`src/rtl/bqd_pkg.sv`:
```
// ----------------------------------------------------------------------------
// bqd_pkg
// Widths, register indexes, controller states and saturation helpers for the
// biquad filter.
// ----------------------------------------------------------------------------
`timescale 1ns / 1ps

package bqd_pkg;

   // Fixed field and datapath widths
   localparam int SAMPLE_W  = 24;   // Q1.23 sample
   localparam int STATE_W   = 32;   // Q9.23 delay state and internal y
   localparam int PROD_W    = 34;   // rounded coefficient product
   localparam int SUM_W     = 36;   // sum of rounded terms before saturation
   localparam int CSR_IDX_W = 3;

   // Register indexes on the configuration port
   localparam logic [CSR_IDX_W-1:0] REG_B0 = 3'd0;
   localparam logic [CSR_IDX_W-1:0] REG_B1 = 3'd1;
   localparam logic [CSR_IDX_W-1:0] REG_B2 = 3'd2;
   localparam logic [CSR_IDX_W-1:0] REG_A1 = 3'd3;
   localparam logic [CSR_IDX_W-1:0] REG_A2 = 3'd4;

   // Sequencer states
   typedef enum logic [2:0] {
      ST_IDLE,   // wait for an input word
      ST_MULX,   // b0, b1, b2 times x
      ST_SUMY,   // y ready, launch feedback products
      ST_MULY,   // a1, a2 times y
      ST_SUMN,   // form new state values
      ST_WB      // write state back, hand word to output register
   } bqd_state_type;

   // Clamp a wide sum to the 32-bit state range
   function automatic logic signed [STATE_W-1:0] sat_state(
      input logic signed [SUM_W-1:0] v
   );
      logic [SUM_W-STATE_W:0] top;
      logic signed [STATE_W-1:0] res;
      top = v[SUM_W-1:STATE_W-1];
      if ((top == '0) || (top == '1)) begin
         res = v[STATE_W-1:0];
      end else if (v[SUM_W-1]) begin
         res = {1'b1, {(STATE_W-1){1'b0}}};
      end else begin
         res = {1'b0, {(STATE_W-1){1'b1}}};
      end
      return res;
   endfunction

   // Clamp a state-width value to the 24-bit sample range
   function automatic logic signed [SAMPLE_W-1:0] sat_sample(
      input logic signed [STATE_W-1:0] v
   );
      logic [STATE_W-SAMPLE_W:0] top;
      logic signed [SAMPLE_W-1:0] res;
      top = v[STATE_W-1:SAMPLE_W-1];
      if ((top == '0) || (top == '1)) begin
         res = v[SAMPLE_W-1:0];
      end else if (v[STATE_W-1]) begin
         res = {1'b1, {(SAMPLE_W-1){1'b0}}};
      end else begin
         res = {1'b0, {(SAMPLE_W-1){1'b1}}};
      end
      return res;
   endfunction

endpackage

```
`src/rtl/bqd_digit_mul.sv`:
```
// ----------------------------------------------------------------------------
// bqd_digit_mul
// Radix-4 digit-serial signed multiplier. Consumes two coefficient bits per
// cycle, least significant first, and shifts two product bits out of a narrow
// accumulator each step; then rounds half up to the multiplicand's LSB.
// ----------------------------------------------------------------------------
`timescale 1ns / 1ps

module bqd_digit_mul #(
   parameter int COEFF_WIDTH = 24
) (
   input  logic                                  clock,
   input  logic                                  reset,
   input  logic                                  start,
   input  logic signed [bqd_pkg::STATE_W-1:0]    mcand,
   input  logic signed [COEFF_WIDTH-1:0]         coef,
   output logic                                  done,
   output logic signed [bqd_pkg::PROD_W-1:0]     product
);

   import bqd_pkg::*;

   localparam int CWE     = COEFF_WIDTH + (COEFF_WIDTH % 2);
   localparam int NDIG    = CWE / 2;
   localparam int CNT_W   = $clog2(NDIG + 1);
   localparam int ACC_W   = STATE_W + 3;
   localparam int FULL_W  = ACC_W + CWE;
   localparam int RND_POS = COEFF_WIDTH - 3;
   localparam int SHR     = COEFF_WIDTH - 2;

   logic signed [STATE_W-1:0] mcand_ff;
   logic signed [STATE_W+1:0] m3_ff;
   logic [CWE-1:0]            coef_sr_ff, coef_sr_in;
   logic signed [ACC_W-1:0]   acc_ff, acc_in;
   logic [CWE-1:0]            low_ff, low_in;
   logic [CNT_W-1:0]          cnt_ff, cnt_in;
   logic                      busy_ff, busy_in;
   logic                      done_ff, done_in;
   logic signed [PROD_W-1:0]  prod_ff, prod_in;

   logic signed [ACC_W-1:0]   m1, m2, m3, mult, tsum;
   logic                      last_dig;
   logic [FULL_W-1:0]         full_prod;

   // Multiples of the multiplicand for one radix-4 digit
   assign m1       = ACC_W'(mcand_ff);
   assign m2       = m1 <<< 1;
   assign m3       = ACC_W'(m3_ff);
   assign last_dig = (cnt_ff == CNT_W'(1));

   // Select the multiple; the top digit carries the negative sign weight
   always_comb begin
      unique case ({last_dig, coef_sr_ff[1:0]})
         3'b000:  mult = '0;
         3'b001:  mult = m1;
         3'b010:  mult = m2;
         3'b011:  mult = m3;
         3'b100:  mult = '0;
         3'b101:  mult = m1;
         3'b110:  mult = -m2;
         3'b111:  mult = -m1;
         default: mult = '0;
      endcase
   end

   assign tsum      = acc_ff + mult;
   assign full_prod = {acc_ff, low_ff};

   // Step, round and load control
   always_comb begin
      coef_sr_in = coef_sr_ff;
      acc_in     = acc_ff;
      low_in     = low_ff;
      cnt_in     = cnt_ff;
      busy_in    = busy_ff;
      done_in    = 1'b0;
      prod_in    = prod_ff;
      if (start) begin
         coef_sr_in = CWE'(coef);
         acc_in     = '0;
         cnt_in     = CNT_W'(NDIG);
         busy_in    = 1'b1;
      end else if (busy_ff) begin
         if (cnt_ff != '0) begin
            // Add the digit's multiple, shift two finished bits out
            coef_sr_in = coef_sr_ff >> 2;
            acc_in     = tsum >>> 2;
            low_in     = {tsum[1:0], low_ff[CWE-1:2]};
            cnt_in     = cnt_ff - CNT_W'(1);
         end else begin
            // Round half up: drop SHR bits, add the highest dropped bit
            prod_in = signed'(full_prod[SHR +: PROD_W])
                    + signed'(PROD_W'(full_prod[RND_POS]));
            busy_in = 1'b0;
            done_in = 1'b1;
         end
      end
   end

   // Control registers
   always_ff @(posedge clock) begin
      if (reset) begin
         cnt_ff  <= '0;
         busy_ff <= 1'b0;
         done_ff <= 1'b0;
      end else begin
         cnt_ff  <= cnt_in;
         busy_ff <= busy_in;
         done_ff <= done_in;
      end
   end

   // Datapath registers
   always_ff @(posedge clock) begin
      if (start) begin
         mcand_ff <= mcand;
         m3_ff    <= (STATE_W+2)'(mcand) + ((STATE_W+2)'(mcand) <<< 1);
      end
      coef_sr_ff <= coef_sr_in;
      acc_ff     <= acc_in;
      low_ff     <= low_in;
      prod_ff    <= prod_in;
   end

   assign done    = done_ff;
   assign product = prod_ff;

endmodule

```
`src/rtl/biquad_tdf2_filter_unit.sv`:
```
// ----------------------------------------------------------------------------
// biquad_tdf2_filter_unit: second-order IIR section, transposed direct form II
// Each word runs two passes of the radix-4 serial multipliers: b*x, then a*y.
// A new input word is accepted only after the last one is written back.
// Reset (synchronous): clears coefficients, channel state and handshakes.
// ----------------------------------------------------------------------------
`timescale 1ns / 1ps

module biquad_tdf2_filter_unit #(
   parameter int CHANNELS    = 2,
   parameter int COEFF_WIDTH = 24
) (
   input  logic                              clock,
   input  logic                              reset,
   // Input stream
   input  logic                              req_tvalid,
   output logic                              req_tready,
   input  logic [23:0]                       req_tdata,   // [23:0] sample_in
   input  logic [0:0]                        req_tuser,   // [0] channel_in
   // Result stream
   output logic                              rsp_tvalid,
   input  logic                              rsp_tready,
   output logic [23:0]                       rsp_tdata,   // [23:0] sample_out
   output logic [0:0]                        rsp_tuser,   // [0] channel_out
   // Coefficient writes
   input  logic                              csr_valid,
   output logic                              csr_ready,
   input  logic [bqd_pkg::CSR_IDX_W-1:0]     csr_index,
   input  logic [COEFF_WIDTH-1:0]            csr_data
);

   import bqd_pkg::*;

   localparam int CH_W = (CHANNELS > 1) ? $clog2(CHANNELS) : 1;

   bqd_state_type state_ff, state_in;

   logic signed [COEFF_WIDTH-1:0] coef_b0_ff, coef_b1_ff, coef_b2_ff;
   logic signed [COEFF_WIDTH-1:0] coef_a1_ff, coef_a2_ff;
   logic signed [STATE_W-1:0]     delay_one_ff [CHANNELS];
   logic signed [STATE_W-1:0]     delay_two_ff [CHANNELS];

   logic                          ch_ff, chv_ff;
   logic signed [STATE_W-1:0]     s1_ff, s2_ff, y_ff, n1_ff, n2_ff;
   logic signed [SUM_W-1:0]       n1p_ff;
   logic signed [PROD_W-1:0]      rb2_ff;
   logic                          rsp_valid_ff;
   logic [SAMPLE_W-1:0]           rsp_data_ff;
   logic                          rsp_chan_ff;

   logic                          accept, start_y, load_y, load_n, wb_fire;
   logic                          in_chv;
   logic [CH_W-1:0]               in_idx, ch_idx;
   logic signed [SAMPLE_W-1:0]    x_in;
   logic signed [STATE_W-1:0]     x_ext, mcand_fb;
   logic signed [COEFF_WIDTH-1:0] coef_u1, coef_u2;
   logic                          done0, done1, done2;
   logic signed [PROD_W-1:0]      prod0, prod1, prod2;

   // Input decode
   assign x_in   = signed'(req_tdata[SAMPLE_W-1:0]);
   assign x_ext  = STATE_W'(x_in);
   assign in_chv = ({31'd0, req_tuser[0]} < 32'(CHANNELS));
   assign in_idx = CH_W'(req_tuser[0]);
   assign ch_idx = CH_W'(ch_ff);

   // Sequencer: next state and strobes
   always_comb begin
      state_in   = state_ff;
      req_tready = 1'b0;
      accept     = 1'b0;
      start_y    = 1'b0;
      load_y     = 1'b0;
      load_n     = 1'b0;
      wb_fire    = 1'b0;
      unique case (state_ff)
         ST_IDLE: begin
            req_tready = 1'b1;
            if (req_tvalid) begin
               accept   = 1'b1;
               state_in = ST_MULX;
            end
         end
         ST_MULX: begin
            if (done0) begin
               load_y   = 1'b1;
               state_in = ST_SUMY;
            end
         end
         ST_SUMY: begin
            start_y  = 1'b1;
            state_in = ST_MULY;
         end
         ST_MULY: begin
            if (done1 && done2) begin
               load_n   = 1'b1;
               state_in = ST_SUMN;
            end
         end
         ST_SUMN: begin
            state_in = ST_WB;
         end
         ST_WB: begin
            // Hold until the output register is free
            if (!rsp_valid_ff || rsp_tready) begin
               wb_fire  = 1'b1;
               state_in = ST_IDLE;
            end
         end
         default: state_in = ST_IDLE;
      endcase
   end

   always_ff @(posedge clock) begin
      if (reset) begin
         state_ff <= ST_IDLE;
      end else begin
         state_ff <= state_in;
      end
   end

   // Feedforward multiplier for b0
   bqd_digit_mul #(.COEFF_WIDTH(COEFF_WIDTH)) u_mul0 (
      .clock   (clock),
      .reset   (reset),
      .start   (accept),
      .mcand   (x_ext),
      .coef    (coef_b0_ff),
      .done    (done0),
      .product (prod0)
   );

   // Shared units: b1/b2 times x, then a1/a2 times y
   assign mcand_fb = start_y ? y_ff : x_ext;
   assign coef_u1  = start_y ? coef_a1_ff : coef_b1_ff;
   assign coef_u2  = start_y ? coef_a2_ff : coef_b2_ff;

   bqd_digit_mul #(.COEFF_WIDTH(COEFF_WIDTH)) u_mul1 (
      .clock   (clock),
      .reset   (reset),
      .start   (accept | start_y),
      .mcand   (mcand_fb),
      .coef    (coef_u1),
      .done    (done1),
      .product (prod1)
   );

   bqd_digit_mul #(.COEFF_WIDTH(COEFF_WIDTH)) u_mul2 (
      .clock   (clock),
      .reset   (reset),
      .start   (accept | start_y),
      .mcand   (mcand_fb),
      .coef    (coef_u2),
      .done    (done2),
      .product (prod2)
   );

   // Coefficient registers, channel state and output handshake
   always_ff @(posedge clock) begin
      if (reset) begin
         coef_b0_ff   <= '0;
         coef_b1_ff   <= '0;
         coef_b2_ff   <= '0;
         coef_a1_ff   <= '0;
         coef_a2_ff   <= '0;
         rsp_valid_ff <= 1'b0;
         for (int i = 0; i < CHANNELS; i++) begin
            delay_one_ff[i] <= '0;
            delay_two_ff[i] <= '0;
         end
      end else begin
         if (csr_valid) begin
            unique case (csr_index)
               REG_B0:  coef_b0_ff <= csr_data;
               REG_B1:  coef_b1_ff <= csr_data;
               REG_B2:  coef_b2_ff <= csr_data;
               REG_A1:  coef_a1_ff <= csr_data;
               REG_A2:  coef_a2_ff <= csr_data;
               default: ;
            endcase
         end
         // Commit the new state for a channel in range
         if (wb_fire && chv_ff) begin
            delay_one_ff[ch_idx] <= n1_ff;
            delay_two_ff[ch_idx] <= n2_ff;
         end
         if (wb_fire) begin
            rsp_valid_ff <= 1'b1;
         end else if (rsp_tready) begin
            rsp_valid_ff <= 1'b0;
         end
      end
   end

   // Datapath registers
   always_ff @(posedge clock) begin
      if (accept) begin
         // Channel out of range runs on zero state
         ch_ff  <= req_tuser[0];
         chv_ff <= in_chv;
         s1_ff  <= in_chv ? delay_one_ff[in_idx] : '0;
         s2_ff  <= in_chv ? delay_two_ff[in_idx] : '0;
      end
      if (load_y) begin
         y_ff   <= sat_state(SUM_W'(prod0) + SUM_W'(s1_ff));
         n1p_ff <= SUM_W'(prod1) + SUM_W'(s2_ff);
         rb2_ff <= prod2;
      end
      if (load_n) begin
         n1_ff <= sat_state(n1p_ff - SUM_W'(prod1));
         n2_ff <= sat_state(SUM_W'(rb2_ff) - SUM_W'(prod2));
      end
      if (wb_fire) begin
         rsp_data_ff <= sat_sample(y_ff);
         rsp_chan_ff <= ch_ff;
      end
   end

   assign rsp_tvalid = rsp_valid_ff;
   assign rsp_tdata  = rsp_data_ff;
   assign rsp_tuser  = rsp_chan_ff;
   assign csr_ready  = 1'b1;

endmodule

```
`config.mk`:
```
export PLATFORM = sky130hd
export DESIGN_NAME = biquad_tdf2_filter_unit
export DESIGN_NICKNAME = d
export VERILOG_FILES = /design/src/rtl/bqd_pkg.sv /design/src/rtl/bqd_digit_mul.sv /design/src/rtl/biquad_tdf2_filter_unit.sv
export SDC_FILE = /design/constraint.sdc
export NUM_CORES = 2
export LEC_CHECK = 0
export ABC_AREA = 1
export BUFFER_PORTS_ARGS = -buffer_cell sky130_fd_sc_hd__buf_2
export CAP_MARGIN = 25
export CORE_MARGIN = 4
export CORE_UTILIZATION = 40
export DETAILED_ROUTE_END_ITERATION = 8
export GPL_TIMING_DRIVEN = 0
export PLACE_DENSITY = 0.61
export SLEW_MARGIN = 10
export SYNTH_ARGS = -nofsm -noshare
export SYNTH_HDL_FRONTEND = slang
export SYNTH_SLANG_ARGS = --single-unit
```
`constraint.sdc`:
```
create_clock -name clock -period 9 [get_ports clock]
set_input_delay 0.9 -clock clock [delete_from_list [all_inputs] [get_ports clock]]
set_output_delay 0.9 -clock clock [all_outputs]
set_load 0.005 [all_outputs]
```
==> flow_summary_export.csv <==
group,metric,value,unit
outcome,run_status,"completed",
global_routing,antenna_found_initial,5,
clock_tree,cts-root-buf,"clkbuf_16",
clock_tree,h-tree-depth,3,
clock_tree,clk-insertion-delay-late,0.77,ns
placement,dpl.hpwl,148,mm
critical_path,crit_path_max_incr_delay,0.83,ns
synth,ys_seq_elements,919,
clock_tree,max-clock-path-buffers,3,
clock_tree,clk_pin_slew,0.06,ns
clock_tree,postCtsSetupRepairBufs,0,
sta,finalCritPeriodShare,0.583,
synth,netlist_instances,7226,
sta,clock_skew,0.0882,ns
sta,slew_violations,0,
critical_path,crit_path_end_kind,"flip-flop",
critical_path,r2r_slack,3.75,ns
sta,fin_crit,5.25,ns
drt,vias_per_cell,5.29,
drt,vias,49900,
floorplanning,ios,85,
floorplanning,dieHeight,388,um
critical_path,cp-start-kind,"flip-flop",
synth,synth_edf_count,678,
placement,portBuffers,83,
sta,hold_viol_final,0,
synth,synth_common_cells,"nand2_1, inv_1, nor2_1, edfxtp_1, o21ai_0",
power,power.density,324,nW/um2
placement,place_congestion,0.971,
clock_tree,cts_tree,"done",
global_routing,grt_pass1_vias,47100,
floorplanning,design.die.area,150000,um2
cells_and_area,drive_above_1_share,0.0663,
synth,synth_area_leaders,"edfxtp_1, nand2_1, dfxtp_1",
critical_path,crit_family,"simple AND/OR/NAND/NOR gates",
drt,detail_route.wirelength,185,mm
critical_path,r2r-start,"u_mul2.coef_sr_ff[0]",
flow_run,max_cap_violations,0,
critical_path,path_class,"flip-flop to flip-flop",
power,p_leak,27.9,nW
critical_path,crit_path_top_delay_cell,"nor2_1",
synth,postSynthAreaPerCell,7.98,um2
synth,syn_area,57700,um2
drt,drcViolationCount,0,
hold_path,min-delay-start,"req_tdata[2]",
synth,synth_most_common_cell,"nand2_1",
clock_tree,cts_buffers,104,
critical_path,crit_chain,"nor2_1 -> inv_1 -> nor2_1 -> clkbuf_1 -> nand2_1 -> a32oi_1 -> ha_1 -> a21oi_1 -> o21ai_0 -> nor2_1 -> nand3_1 -> a21oi_1 -> inv_1 -> nand2_1 -> nand4_1 -> nand2_1 -> nor2_1",
sta,tightest_slew,1.09,ns
critical_path,path_max_fanout,10,
synth,synth_nets,7602,
synth,synthArstFlopShare,0,
drt,wire_per_inst,19.6,um
cells_and_area,post-route-util,0.449,
global_routing,track_usage,0.238,
global_routing,grt_start_max_net_pins,68,
sta,slew_headroom,0.267,
floorplanning,die_w,388,um
sta,rsz0062_at_grt,"false",
synth,synth_cell_types,62,
synth,ys_seq_area_frac,0.437,
critical_path,crit_buf_inv,3,
critical_path,crit_start,"u_mul2.coef_sr_ff[0]",
floorplanning,row_count,139,
global_routing,overflow,0,
synth,synthDominantAreaCellType,"edfxtp_1",
hold_path,hold_path_class,"primary input to flip-flop",
sta,setup_violations,0,
synth,synthFlopType,"edfxtp_1",
floorplanning,core-area,143000,um2
power,vdd_drop_max,0.177,mV
drt,drt.antenna.violating_nets,0,
global_routing,grt_first_pass_wirelength,279,mm
placement,dp_slack,3.84,ns
synth,yosysTopAreaCellShare,0.353,
cells_and_area,nets,7811,
sta,max_freq,0.191,GHz
critical_path,arrival,5.91,ns
drt,drt_first_pass_iters,8,
sta,setup_ws,3.75,ns
floorplanning,initial_core_util,0.402,
clock_tree,cts.hold.buffers_added,0,
clock_tree,cts_sinks,919,
clock_tree,cts_resized,0,
synth,yosysWarnings,0,
drt,drt_iter0_drc,4504,
critical_path,critPathMostFrequentCell,"nor2_1",
cells_and_area,syn2layout_area_growth,11.6,%
critical_path,required,9.66,ns
## kinds of logic after synthesis
kind of cell / Yosys count / synth area share
mux: 86 / 0.0163
xor+xnor: 295 / 0.0448
fa+ha+maj: 319 / 0.0704
buf+inv: 1117 / 0.0756
flops: 919 / 0.437
compound gates: 1272 / 0.125
simple gates: 3217 / 0.231
other cells: 1 / 0.0000650
## area by class of cell
cell class                      instances  area [um2]
Clock buffer                          142        2850
Clock inverter                         56         662
Tap cell                             1903        2380
Multi-Input combinational cell       5190       28200
Buffer                                163         785
Inverter                              954        3580
Antenna cell                            2        5.00
Fill cell                           14400       79100
Sequential cell                       919       25200
Timing Repair Buffer                  103         744
## registers in the layout (all words and copies together) (netlist names), 33 cells and up
name	count
u_mul1.m3_ff	34
u_mul0.product	34
u_mul2.acc_ff	33
u_mul0.acc_ff	33
rb2_ff	34
u_mul2.product	34
u_mul1.product	34
delay_one_ff	64
n1p_ff	35
delay_two_ff	64
u_mul1.acc_ff	33
## placed cells by master (no fill, tap or decap), drive strengths merged, types with 9 or more instances in the layout
cell,count
o21ai,546
inv,952
edfxtp,678
a221oi,67
nand3,343
o211ai,26
fa,9
mux2i,22
o221ai,12
clkinv,45
and3,11
nand2,1807
a31oi,44
o21bai,34
o22ai,22
xnor2,78
ha,310
nor4,18
nor2,858
nand4,62
a21o,40
a32oi,16
o21a,14
clkbuf,258
mux2,64
nor3,95
dfxtp,241
buf,150
xor2,217
a21oi,417
## metal layers
metal,wire length [um],track usage
met1,85200,0.337
met2,81600,0.374
met3,12200,0.0372
met4,6040,0.0775
met5,13,0
## power by group
part | internal (mW) | total (mW) | switching (mW)
logic | 2.98 | 9.80 | 6.82
clock network | 2.47 | 4.30 | 1.83
registers | 5.88 | 6.72 | 0.844
## worst paths after layout
check / end / cells past startpoint
worst max-delay path: u_mul2.acc_ff[32] / 17
worst min-delay path: u_mul0.mcand_ff[2] / 1
worst max register to register: u_mul2.acc_ff[32] / 17
worst min register to register: rb2_ff[7] / 0
## per-stage QoR
stage                     setup TNS [ns]  std cells  power (mW)  cell area [um2]  hold slack, ns
after CTS                              0       9429        20.8            64300           0.315
after global routing                   0       9430        22.2            64400           0.352
after detailed placement               0       9231        16.4            60800           0.437
after global placement           -125.90       9212        16.4            60500           0.434
final                                  0       9432        20.8            64400           0.384
after floorplan                        0       7226        13.0            57700           0.424
No activity file was read; power rests on OpenSTA's default activity.
